$ cat src/rtl/core/hohni_pkg.sv
// Shared types, constants and helpers of the high-order hex node index block.
package hohni_pkg;

  localparam int unsigned OrdW   = 4;
  localparam int unsigned CrdW   = 4;
  localparam int unsigned IdxW   = 12;
  localparam int unsigned ClsW   = 2;
  localparam int unsigned MulBW  = 4;
  localparam int unsigned AddrW  = 4;
  localparam int unsigned DataW  = 32;

  localparam logic [IdxW-1:0] CornerCount = IdxW'(8);

  // Node classes
  localparam logic [ClsW-1:0] ClsVertex = 2'd0;
  localparam logic [ClsW-1:0] ClsEdge   = 2'd1;
  localparam logic [ClsW-1:0] ClsFace   = 2'd2;
  localparam logic [ClsW-1:0] ClsBody   = 2'd3;

  // Register word indexes (byte address / 4)
  localparam logic [1:0] RegOrderI = 2'd0;
  localparam logic [1:0] RegOrderJ = 2'd1;
  localparam logic [1:0] RegOrderK = 2'd2;

  // Classified transaction: index = add + mul1_a*mul1_b + mul2_a*mul2_b (mod 4096)
  typedef struct packed {
    logic [IdxW-1:0]  add;
    logic [IdxW-1:0]  mul1_a;
    logic [MulBW-1:0] mul1_b;
    logic [IdxW-1:0]  mul2_a;
    logic [MulBW-1:0] mul2_b;
    logic [ClsW-1:0]  cls;
    logic             oor;
  } entry_t;

  // Axis orders as seen by the front end
  typedef struct packed {
    logic [OrdW-1:0] ord_i;
    logic [OrdW-1:0] ord_j;
    logic [OrdW-1:0] ord_k;
  } orders_t;

  // Corner number within a k-layer, from which ends of i and j
  function automatic logic [1:0] corner_quad(input logic i_hi, input logic j_hi);
    logic [1:0] q;
    case ({i_hi, j_hi})
      2'b00:   q = 2'd0;
      2'b10:   q = 2'd1;
      2'b11:   q = 2'd2;
      2'b01:   q = 2'd3;
      default: q = 2'd0;
    endcase
    return q;
  endfunction

endpackage

$ cat src/rtl/core/hohni_front.sv
// Front end: classify a coordinate triple and build its index operands.
module hohni_front (
  input  logic                             clk_i,
  input  logic                             rst_ni,
  input  hohni_pkg::orders_t               orders_i,
  input  logic [hohni_pkg::CrdW-1:0]       coord_i_i,
  input  logic [hohni_pkg::CrdW-1:0]       coord_j_i,
  input  logic [hohni_pkg::CrdW-1:0]       coord_k_i,
  output hohni_pkg::entry_t                entry_o
);

  localparam int unsigned W = hohni_pkg::IdxW;

  logic [W-1:0] om_i, om_j, om_k;
  logic [W-1:0] oi, oj, ok;
  logic [W-1:0] fi_q, fj_q, fk_q;
  logic [W-1:0] fi_d, fj_d, fk_d;
  logic [W-1:0] base_ek_q, base_face_q, base_fj_q, base_fk_q, base_body_q;
  logic [W-1:0] base_ek_d, base_face_d, base_fj_d, base_fk_d, base_body_d;

  // Order-derived terms, all modulo 4096
  assign oi   = W'(orders_i.ord_i);
  assign oj   = W'(orders_i.ord_j);
  assign ok   = W'(orders_i.ord_k);
  assign om_i = oi - W'(1);
  assign om_j = oj - W'(1);
  assign om_k = ok - W'(1);

  assign fi_d = W'(om_j * om_k);
  assign fj_d = W'(om_k * om_i);
  assign fk_d = W'(om_i * om_j);

  assign base_ek_d   = hohni_pkg::CornerCount + W'(om_i << 2) + W'(om_j << 2);
  assign base_face_d = hohni_pkg::CornerCount + W'((oi + oj + ok - W'(3)) << 2);
  assign base_fj_d   = base_face_q + W'(fi_q << 1);
  assign base_fk_d   = base_fj_q + W'(fj_q << 1);
  assign base_body_d = base_fk_q + W'(fk_q << 1);

  // Track the order registers; the bases chain face, fj, fk, then body
  always_ff @(posedge clk_i or negedge rst_ni) begin
    if (!rst_ni) begin
      fi_q        <= '0;
      fj_q        <= '0;
      fk_q        <= '0;
      base_ek_q   <= hohni_pkg::CornerCount;
      base_face_q <= hohni_pkg::CornerCount;
      base_fj_q   <= hohni_pkg::CornerCount;
      base_fk_q   <= hohni_pkg::CornerCount;
      base_body_q <= hohni_pkg::CornerCount;
    end else begin
      fi_q        <= fi_d;
      fj_q        <= fj_d;
      fk_q        <= fk_d;
      base_ek_q   <= base_ek_d;
      base_face_q <= base_face_d;
      base_fj_q   <= base_fj_d;
      base_fk_q   <= base_fk_d;
      base_body_q <= base_body_d;
    end
  end

  logic          oor;
  logic          ib, jb, kb;
  logic          i_hi, j_hi, k_hi;
  logic [1:0]    nb;
  logic [1:0]    quad;
  logic [W-1:0]  im1, jm1, km1, ring;

  assign oor  = (coord_i_i > orders_i.ord_i) || (coord_j_i > orders_i.ord_j) ||
                (coord_k_i > orders_i.ord_k);
  assign i_hi = (coord_i_i != '0);
  assign j_hi = (coord_j_i != '0);
  assign k_hi = (coord_k_i != '0);
  assign ib   = !i_hi || (coord_i_i == orders_i.ord_i);
  assign jb   = !j_hi || (coord_j_i == orders_i.ord_j);
  assign kb   = !k_hi || (coord_k_i == orders_i.ord_k);
  assign nb   = 2'(ib) + 2'(jb) + 2'(kb);
  assign quad = hohni_pkg::corner_quad(i_hi, j_hi);
  assign im1  = W'(coord_i_i) - W'(1);
  assign jm1  = W'(coord_j_i) - W'(1);
  assign km1  = W'(coord_k_i) - W'(1);
  assign ring = W'((oi + oj - W'(2)) << 1);

  // Select class and operands
  always_comb begin
    entry_o = '0;
    entry_o.oor = oor;
    if (!oor) begin
      case (nb)
        2'd3: begin
          entry_o.cls = hohni_pkg::ClsVertex;
          entry_o.add = W'(quad) + (k_hi ? W'(4) : W'(0));
        end
        2'd2: begin
          entry_o.cls = hohni_pkg::ClsEdge;
          if (!ib) begin
            entry_o.add = im1 + (j_hi ? (oi + oj - W'(2)) : W'(0)) +
                          (k_hi ? ring : W'(0)) + hohni_pkg::CornerCount;
          end else if (!jb) begin
            entry_o.add = jm1 + (i_hi ? om_i : (W'(om_i << 1) + om_j)) +
                          (k_hi ? ring : W'(0)) + hohni_pkg::CornerCount;
          end else begin
            entry_o.add    = km1 + base_ek_q;
            entry_o.mul1_a = om_k;
            entry_o.mul1_b = hohni_pkg::MulBW'(quad);
          end
        end
        2'd1: begin
          entry_o.cls = hohni_pkg::ClsFace;
          if (ib) begin
            entry_o.add    = jm1 + (i_hi ? fi_q : W'(0)) + base_face_q;
            entry_o.mul1_a = om_j;
            entry_o.mul1_b = km1[hohni_pkg::MulBW-1:0];
          end else if (jb) begin
            entry_o.add    = im1 + (j_hi ? fj_q : W'(0)) + base_fj_q;
            entry_o.mul1_a = om_i;
            entry_o.mul1_b = km1[hohni_pkg::MulBW-1:0];
          end else begin
            entry_o.add    = im1 + (k_hi ? fk_q : W'(0)) + base_fk_q;
            entry_o.mul1_a = om_i;
            entry_o.mul1_b = jm1[hohni_pkg::MulBW-1:0];
          end
        end
        default: begin
          entry_o.cls    = hohni_pkg::ClsBody;
          entry_o.add    = im1 + base_body_q;
          entry_o.mul1_a = om_i;
          entry_o.mul1_b = jm1[hohni_pkg::MulBW-1:0];
          entry_o.mul2_a = fk_q;
          entry_o.mul2_b = km1[hohni_pkg::MulBW-1:0];
        end
      endcase
    end
  end

endmodule

$ cat src/rtl/core/hohni_queue.sv
// Two-entry queue between the classifying front end and the index back end.
module hohni_queue (
  input  logic              clk_i,
  input  logic              rst_ni,
  input  logic              push_i,
  input  hohni_pkg::entry_t push_data_i,
  output logic              full_o,
  input  logic              pop_i,
  output logic              empty_o,
  output hohni_pkg::entry_t pop_data_o
);

  hohni_pkg::entry_t mem_q [2];
  logic       wr_ptr_q, wr_ptr_d;
  logic       rd_ptr_q, rd_ptr_d;
  logic [1:0] count_q, count_d;

  assign full_o     = (count_q == 2'd2);
  assign empty_o    = (count_q == 2'd0);
  assign pop_data_o = mem_q[rd_ptr_q];

  // Advance pointers and occupancy
  always_comb begin
    wr_ptr_d = wr_ptr_q ^ push_i;
    rd_ptr_d = rd_ptr_q ^ pop_i;
    count_d  = count_q + 2'(push_i) - 2'(pop_i);
  end

  always_ff @(posedge clk_i or negedge rst_ni) begin
    if (!rst_ni) begin
      wr_ptr_q <= 1'b0;
      rd_ptr_q <= 1'b0;
      count_q  <= 2'd0;
    end else begin
      wr_ptr_q <= wr_ptr_d;
      rd_ptr_q <= rd_ptr_d;
      count_q  <= count_d;
    end
  end

  // Store the pushed transaction
  always_ff @(posedge clk_i) begin
    if (push_i) begin
      mem_q[wr_ptr_q] <= push_data_i;
    end
  end

endmodule

$ cat src/rtl/core/hohni_back.sv
// Back end: multiply-accumulate the operands into the index and hold the result.
module hohni_back (
  input  logic                              clk_i,
  input  logic                              rst_ni,
  input  logic                              empty_i,
  input  hohni_pkg::entry_t                 entry_i,
  output logic                              pop_o,
  output logic                              out_valid_o,
  input  logic                              out_stall_i,
  output logic [hohni_pkg::IdxW-1:0]        node_index_o,
  output logic [hohni_pkg::ClsW-1:0]        node_class_o,
  output logic                              out_of_range_o
);

  localparam int unsigned W = hohni_pkg::IdxW;

  logic         valid_q;
  logic [W-1:0] index_q, index_d;
  logic [hohni_pkg::ClsW-1:0] cls_q;
  logic         oor_q;

  // Take the next transaction when the output register is free or draining
  assign pop_o = !empty_i && (!valid_q || !out_stall_i);

  assign index_d = entry_i.add + W'(entry_i.mul1_a * W'(entry_i.mul1_b)) +
                   W'(entry_i.mul2_a * W'(entry_i.mul2_b));

  always_ff @(posedge clk_i or negedge rst_ni) begin
    if (!rst_ni) begin
      valid_q <= 1'b0;
    end else if (pop_o) begin
      valid_q <= 1'b1;
    end else if (!out_stall_i) begin
      valid_q <= 1'b0;
    end
  end

  // Load the result payload
  always_ff @(posedge clk_i) begin
    if (pop_o) begin
      index_q <= index_d;
      cls_q   <= entry_i.cls;
      oor_q   <= entry_i.oor;
    end
  end

  assign out_valid_o    = valid_q;
  assign node_index_o   = index_q;
  assign node_class_o   = cls_q;
  assign out_of_range_o = oor_q;

endmodule

$ cat src/rtl/core/high_order_hex_node_index.sv
// Top level of the high-order hexahedron node index block.
// Maps a lattice coordinate (coord_i, coord_j, coord_k) of a high-order hex
// element to its linear node index: corners, then edges, faces and interior.
// Input channel: in_valid_i / in_stall_o with the three coordinates; a
// transaction moves on an edge where valid is high and stall is low.
// Output channel: out_valid_o / out_stall_i with node_index_o, node_class_o
// (vertex, edge, face, body) and out_of_range_o, which comes with index 0.
// Coordinates pass through the queue and then the output register; one
// coordinate per cycle is sustained while out_stall_i stays low, set by the
// combinational classify stage and the registered multiply-add stage,
// joined by a two-entry queue. The APB port holds order_i, order_j, order_k at byte addresses 0, 4, 8;
// write them only while idle, and allow four cycles before the next input
// while the derived face sizes and offsets settle.
// Reset sets all orders to 1 and empties the queue and output register.
// While the receiver stalls, the output holds; the queue absorbs up to two
// more coordinates and then in_stall_o rises.
module high_order_hex_node_index (
  input  logic                               clk_i,
  input  logic                               rst_ni,
  input  logic                               in_valid_i,
  output logic                               in_stall_o,
  input  logic [hohni_pkg::CrdW-1:0]         coord_i_i,
  input  logic [hohni_pkg::CrdW-1:0]         coord_j_i,
  input  logic [hohni_pkg::CrdW-1:0]         coord_k_i,
  output logic                               out_valid_o,
  input  logic                               out_stall_i,
  output logic [hohni_pkg::IdxW-1:0]         node_index_o,
  output logic [hohni_pkg::ClsW-1:0]         node_class_o,
  output logic                               out_of_range_o,
  input  logic                               psel,
  input  logic                               penable,
  input  logic                               pwrite,
  input  logic [hohni_pkg::AddrW-1:0]        paddr,
  input  logic [hohni_pkg::DataW-1:0]        pwdata,
  output logic [hohni_pkg::DataW-1:0]        prdata,
  output logic                               pready
);

  hohni_pkg::orders_t orders_q;
  hohni_pkg::entry_t  front_entry, queue_entry;
  logic               cfg_wr;
  logic [1:0]         reg_sel;
  logic               q_full, q_empty, q_push, q_pop;

  // Register file
  assign pready  = 1'b1;
  assign reg_sel = paddr[3:2];
  assign cfg_wr  = psel && penable && pwrite && pready;

  always_ff @(posedge clk_i or negedge rst_ni) begin
    if (!rst_ni) begin
      orders_q.ord_i <= hohni_pkg::OrdW'(1);
      orders_q.ord_j <= hohni_pkg::OrdW'(1);
      orders_q.ord_k <= hohni_pkg::OrdW'(1);
    end else if (cfg_wr) begin
      case (reg_sel)
        hohni_pkg::RegOrderI: orders_q.ord_i <= pwdata[hohni_pkg::OrdW-1:0];
        hohni_pkg::RegOrderJ: orders_q.ord_j <= pwdata[hohni_pkg::OrdW-1:0];
        hohni_pkg::RegOrderK: orders_q.ord_k <= pwdata[hohni_pkg::OrdW-1:0];
        default: ;
      endcase
    end
  end

  always_comb begin
    case (reg_sel)
      hohni_pkg::RegOrderI: prdata = hohni_pkg::DataW'(orders_q.ord_i);
      hohni_pkg::RegOrderJ: prdata = hohni_pkg::DataW'(orders_q.ord_j);
      hohni_pkg::RegOrderK: prdata = hohni_pkg::DataW'(orders_q.ord_k);
      default:              prdata = '0;
    endcase
  end

  // Classify
  hohni_front u_front (
    .clk_i     (clk_i),
    .rst_ni    (rst_ni),
    .orders_i  (orders_q),
    .coord_i_i (coord_i_i),
    .coord_j_i (coord_j_i),
    .coord_k_i (coord_k_i),
    .entry_o   (front_entry)
  );

  assign in_stall_o = q_full;
  assign q_push     = in_valid_i && !q_full;

  hohni_queue u_queue (
    .clk_i       (clk_i),
    .rst_ni      (rst_ni),
    .push_i      (q_push),
    .push_data_i (front_entry),
    .full_o      (q_full),
    .pop_i       (q_pop),
    .empty_o     (q_empty),
    .pop_data_o  (queue_entry)
  );

  // Compute and present the index
  hohni_back u_back (
    .clk_i          (clk_i),
    .rst_ni         (rst_ni),
    .empty_i        (q_empty),
    .entry_i        (queue_entry),
    .pop_o          (q_pop),
    .out_valid_o    (out_valid_o),
    .out_stall_i    (out_stall_i),
    .node_index_o   (node_index_o),
    .node_class_o   (node_class_o),
    .out_of_range_o (out_of_range_o)
  );

  // An out-of-range result carries index and class zero
  assert property (@(posedge clk_i) disable iff (!rst_ni)
    (out_valid_o && out_of_range_o) |-> (node_index_o == '0 && node_class_o == '0))
    else $error("out-of-range result with nonzero index or class");

  // A vertex always lands among the eight corners
  assert property (@(posedge clk_i) disable iff (!rst_ni)
    (out_valid_o && !out_of_range_o && node_class_o == hohni_pkg::ClsVertex)
      |-> (node_index_o < hohni_pkg::CornerCount))
    else $error("vertex index beyond corner range");

  // A full queue must hold the input side off until a slot frees
  assert property (@(posedge clk_i) disable iff (!rst_ni)
    (q_full && !q_pop) |=> q_full)
    else $error("queue lost an entry without a pop");

endmodule
$ cat config.mk
export PLATFORM = sky130hd
export DESIGN_NAME = high_order_hex_node_index
export DESIGN_NICKNAME = d
export VERILOG_FILES = /design/src/rtl/core/hohni_pkg.sv /design/src/rtl/core/hohni_front.sv /design/src/rtl/core/hohni_queue.sv /design/src/rtl/core/hohni_back.sv /design/src/rtl/core/high_order_hex_node_index.sv
export SDC_FILE = /design/constraint.sdc
export NUM_CORES = 1
export LEC_CHECK = 0
export BUFFER_PORTS_ARGS = -buffer_cell sky130_fd_sc_hd__buf_2
export CAP_MARGIN = 20
export CORE_MARGIN = 5
export CORE_UTILIZATION = 69
export DETAILED_ROUTE_END_ITERATION = 12
export GPL_TIMING_DRIVEN = 0
export PLACE_DENSITY = 0.9
export REMOVE_ABC_BUFFERS = 1
export SKIP_LAST_GASP = 1
export SLEW_MARGIN = 15
export SYNTH_ARGS = -nofsm -noshare
export SYNTH_HDL_FRONTEND = slang
export SYNTH_SLANG_ARGS = --single-unit
$ cat constraint.sdc
create_clock -name clk_i -period 9.9 [get_ports clk_i]
set_input_delay 1.485 -clock clk_i [delete_from_list [all_inputs] [get_ports clk_i]]
set_output_delay 1.485 -clock clk_i [all_outputs]
set_load 0.005 [all_outputs]
==> impl_metrics.json <==
{
  "routed_wl_mm": 53.3,
  "grt_pass1_vias": 17500,
  "fin_nets": 2839,
  "grt_busiest_layer": "met2",
  "cpPeakStageDelay_ns": 0.91,
  "area_delta_synth_final_pct": 6.01,
  "drive_gt1_share_pct": 6.05,
  "synth_edf_count": 95,
  "die_h_um": 189,
  "synthCells": 2254,
  "postCtsSetupBuffers": 0,
  "overflow": 0,
  "avgSynthCellArea_sq_um": 9.85,
  "cts-htree-levels": 1,
  "grt_max_degree": 68,
  "cts_tree": "yes",
  "cp.required_ns": 10.14,
  "path_clk_slew_ns": 0.06,
  "numClockSinks": 201,
  "postRouteAntennaNets": 0,
  "critPathTopFamily": "adder cells",
  "synth_top_flop_cell": "dfrtp_1",
  "detail_route.iter0.violations": 1527,
  "start_util_pct": 70.2,
  "synth.top_cell.area_share_pct": 19.7,
  "clock_latency_ns": 0.55,
  "setup_viol": 0,
  "hold-path-cell-count": 0,
  "drv_cap": 0,
  "num_rows": 65,
  "routedWlPerCell_um": 19.7,
  "fmax_mhz": 130,
  "r2r_cells": 22,
  "first_pass_iters": 8,
  "worstMarginPinSlew_ns": 1.14,
  "fin_tns_setup_ns": 0,
  "synth.largest_area_cell": "fa_1",
  "ys_top_cells_by_area": "fa_1, ha_1, edfxtp_1",
  "dp_hpwl_mm": 42.4,
  "status": "completed",
  "drc": 0,
  "grt_antenna_before_repair": 3,
  "grt_setup_unrepaired": "false",
  "port_buffers": 45,
  "track_usage_pct": 29.9,
  "final_max_slew_viol_count": 0,
  "worst_path_max_delay_cell": "a2111oi_1",
  "period_share_pct": 77.5,
  "clk_path_buf_depth": 3,
  "grtUsageMet2_pct": 53.1,
  "yosysWarnings": 0,
  "maxSlewHeadroom_pct": 23.6,
  "clockRootBuffer": "clkbuf_16",
  "cts_resized": 0,
  "netlist_area_sq_um": 22200,
  "grt_first_pass_wirelength_mm": 86.7,
  "min_period_ns": 7.67,
  "die_area_sq_um": 35900,
  "gp_congestion": 1.01,
  "via_count": 16300,
  "critPathMaxFanout": 16,
  "pin_count": 105,
  "end_kind": "flop",
  "use_met3_pct": 5.75,
  "skew_ns": 0.0260,
  "via_per_inst": 6.05,
  "core_area_sq_um": 31600,
  "ys_types": 81,
  "worst-path-stages": 22,
  "synth.ff_latch_count": 201,
  "critPathBufInv": 3,
  "hp-class": "flop to flop",
  "hold_viol": 0,
  "startpoint_type": "flop",
  "ctsHoldBuffers": 0,
  "cts_buffers": 24,
  "die_w_um": 189,
  "ys_seq_area_share_pct": 24.8,
  "worstSetupPathType": "flop to flop",
  "crit_arrival_ns": 7.91,
  "ys_async_sr_fraction_pct": 52.7,
  "crit_path_cell_trace": "inv_1 > ha_1 > xnor2_1 > inv_1 > fa_1 > a21o_1 > a21oi_1 > inv_1 > fa_1 > nand2_1 > nand2_1 > fa_1 > ha_1 > ha_1 > nand3_1 > nor2_1 > a311o_1 > o41ai_2 > o21ai_0 > xnor2_1 > a2111oi_1 > o22ai_1",
  "grt_util_met1_pct": 35.4,
  "reg2reg_slack_ns": 2.23
}
==> state kept, by name, indices dropped and copies added (netlist names), 2 cells and up <==
register / cells
u_back.node_index_o: 12
u_queue.count_q: 2
u_queue.mem_q: 80
u_front.fj_q: 12
u_front.base_body_q: 11
u_front.base_fj_q: 11
u_front.fi_q: 12
orders_q: 12
u_front.base_face_q: 10
u_front.base_ek_q: 10
u_back.node_class_o: 2
u_front.base_fk_q: 11
u_front.fk_q: 12
==> kinds of logic after synthesis <==
group | after synthesis | share of synthesized area, %
and+or+nand+nor | 508 | 10.7
adders and majority gates | 504 | 35.8
buffers and inverters | 447 | 8.42
AOI/OAI and AO/OA | 342 | 9.97
xor gates and xnor gates | 204 | 8.05
DFF | 201 | 24.8
muxes | 46 | 2.19
other | 2 | 0.0338
==> metrics by stage <==
step	utilization [%]	cell area (sq um)	hold slack [ns]	instances	setup WS [ns]
2_1_floorplan	-	21800	0.346	2203	2.94
3_3_place_gp	71.3	22600	0.354	2650	1.31
3_5_place_dp	71.7	22700	0.360	2656	2.58
4_1_cts	74.4	23500	0.390	2700	2.54
5_1_grt	74.4	23500	0.405	2700	2.13
6_report	74.4	23500	0.399	2701	2.23
==> routing by layer <==
layer | vias to the layer above | share of wire [%]
li1 | 7428 | -
met1 | 7933 | 36
met2 | 766 | 50
met3 | 209 | 8.2
met4 | 4 | 5.4
met5 | - | 0.060
==> synth_stat cells (26+ instances only) <==
master / n
inv_1: 351
ha_1: 286
fa_1: 218
nor2_1: 177
xnor2_1: 156
nand2_1: 142
a21oi_1: 102
dfrtp_1: 98
edfxtp_1: 95
xor2_1: 48
and2_1: 45
o21ai_1: 44
o21ai_0: 37
clkbuf_1: 33
nand3_1: 32
buf_4: 29
nor2b_1: 29
mux2i_1: 26
==> cells in the final DEF (no fill, tap or decap), types with 44 or more instances in the layout <==
cell type / n
nand2_1: 142
edfxtp_1: 95
ha_1: 284
xor2_1: 48
buf_2: 44
nor2_1: 177
and2_1: 45
inv_1: 351
a21oi_1: 101
dfrtp_1: 97
fa_1: 217
xnor2_1: 156
o21ai_1: 44
==> worst paths after layout <==
| kind | start | to |
|---|---|---|
| setup / recovery | orders_q[4] | u_queue.mem_q[0][46] |
| hold / removal | u_front.fi_q[0] | u_front.base_fj_q[1] |
| setup reg to reg | orders_q[4] | u_queue.mem_q[0][46] |
| hold reg to reg | u_front.fi_q[0] | u_front.base_fj_q[1] |
| max in group asynchronous | rst_ni | u_front.base_fk_q[3] |
| min in group asynchronous | rst_ni | u_front.fi_q[9] |
==> area by class of cell <==
| type | instances | area (sq um) |
|---|---|---|
| multi-input combinational | 1633 | 14900 |
| sequential | 201 | 5520 |
| inverter | 369 | 1390 |
| tap | 402 | 503 |
| clock buffer | 27 | 633 |
| antenna | 1 | 2.50 |
| timing repair buffer | 51 | 340 |
| fill | 2029 | 8100 |
| clock inverter | 17 | 213 |
==> worst reg2reg max path: stages, from the launching register on <==
cell and delay [ns]:
dfstp_2 0.77, inv_1 0.15, ha_1 0.25, xnor2_1 0.80, inv_1 0.30, fa_1 0.52, a21o_1 0.21, a21oi_1 0.19
inv_1 0.09, fa_1 0.53, nand2_1 0.05, nand2_1 0.11, fa_1 0.42, ha_1 0.32, ha_1 0.37, nand3_1 0.10
nor2_1 0.05, a311o_1 0.31, o41ai_2 0.30, o21ai_0 0.18, xnor2_1 0.17, a2111oi_1 0.91, o22ai_1 0.27
Power is not shown: default switching activity piles up to over one toggle a cycle in this logic, so the estimate is an artifact.
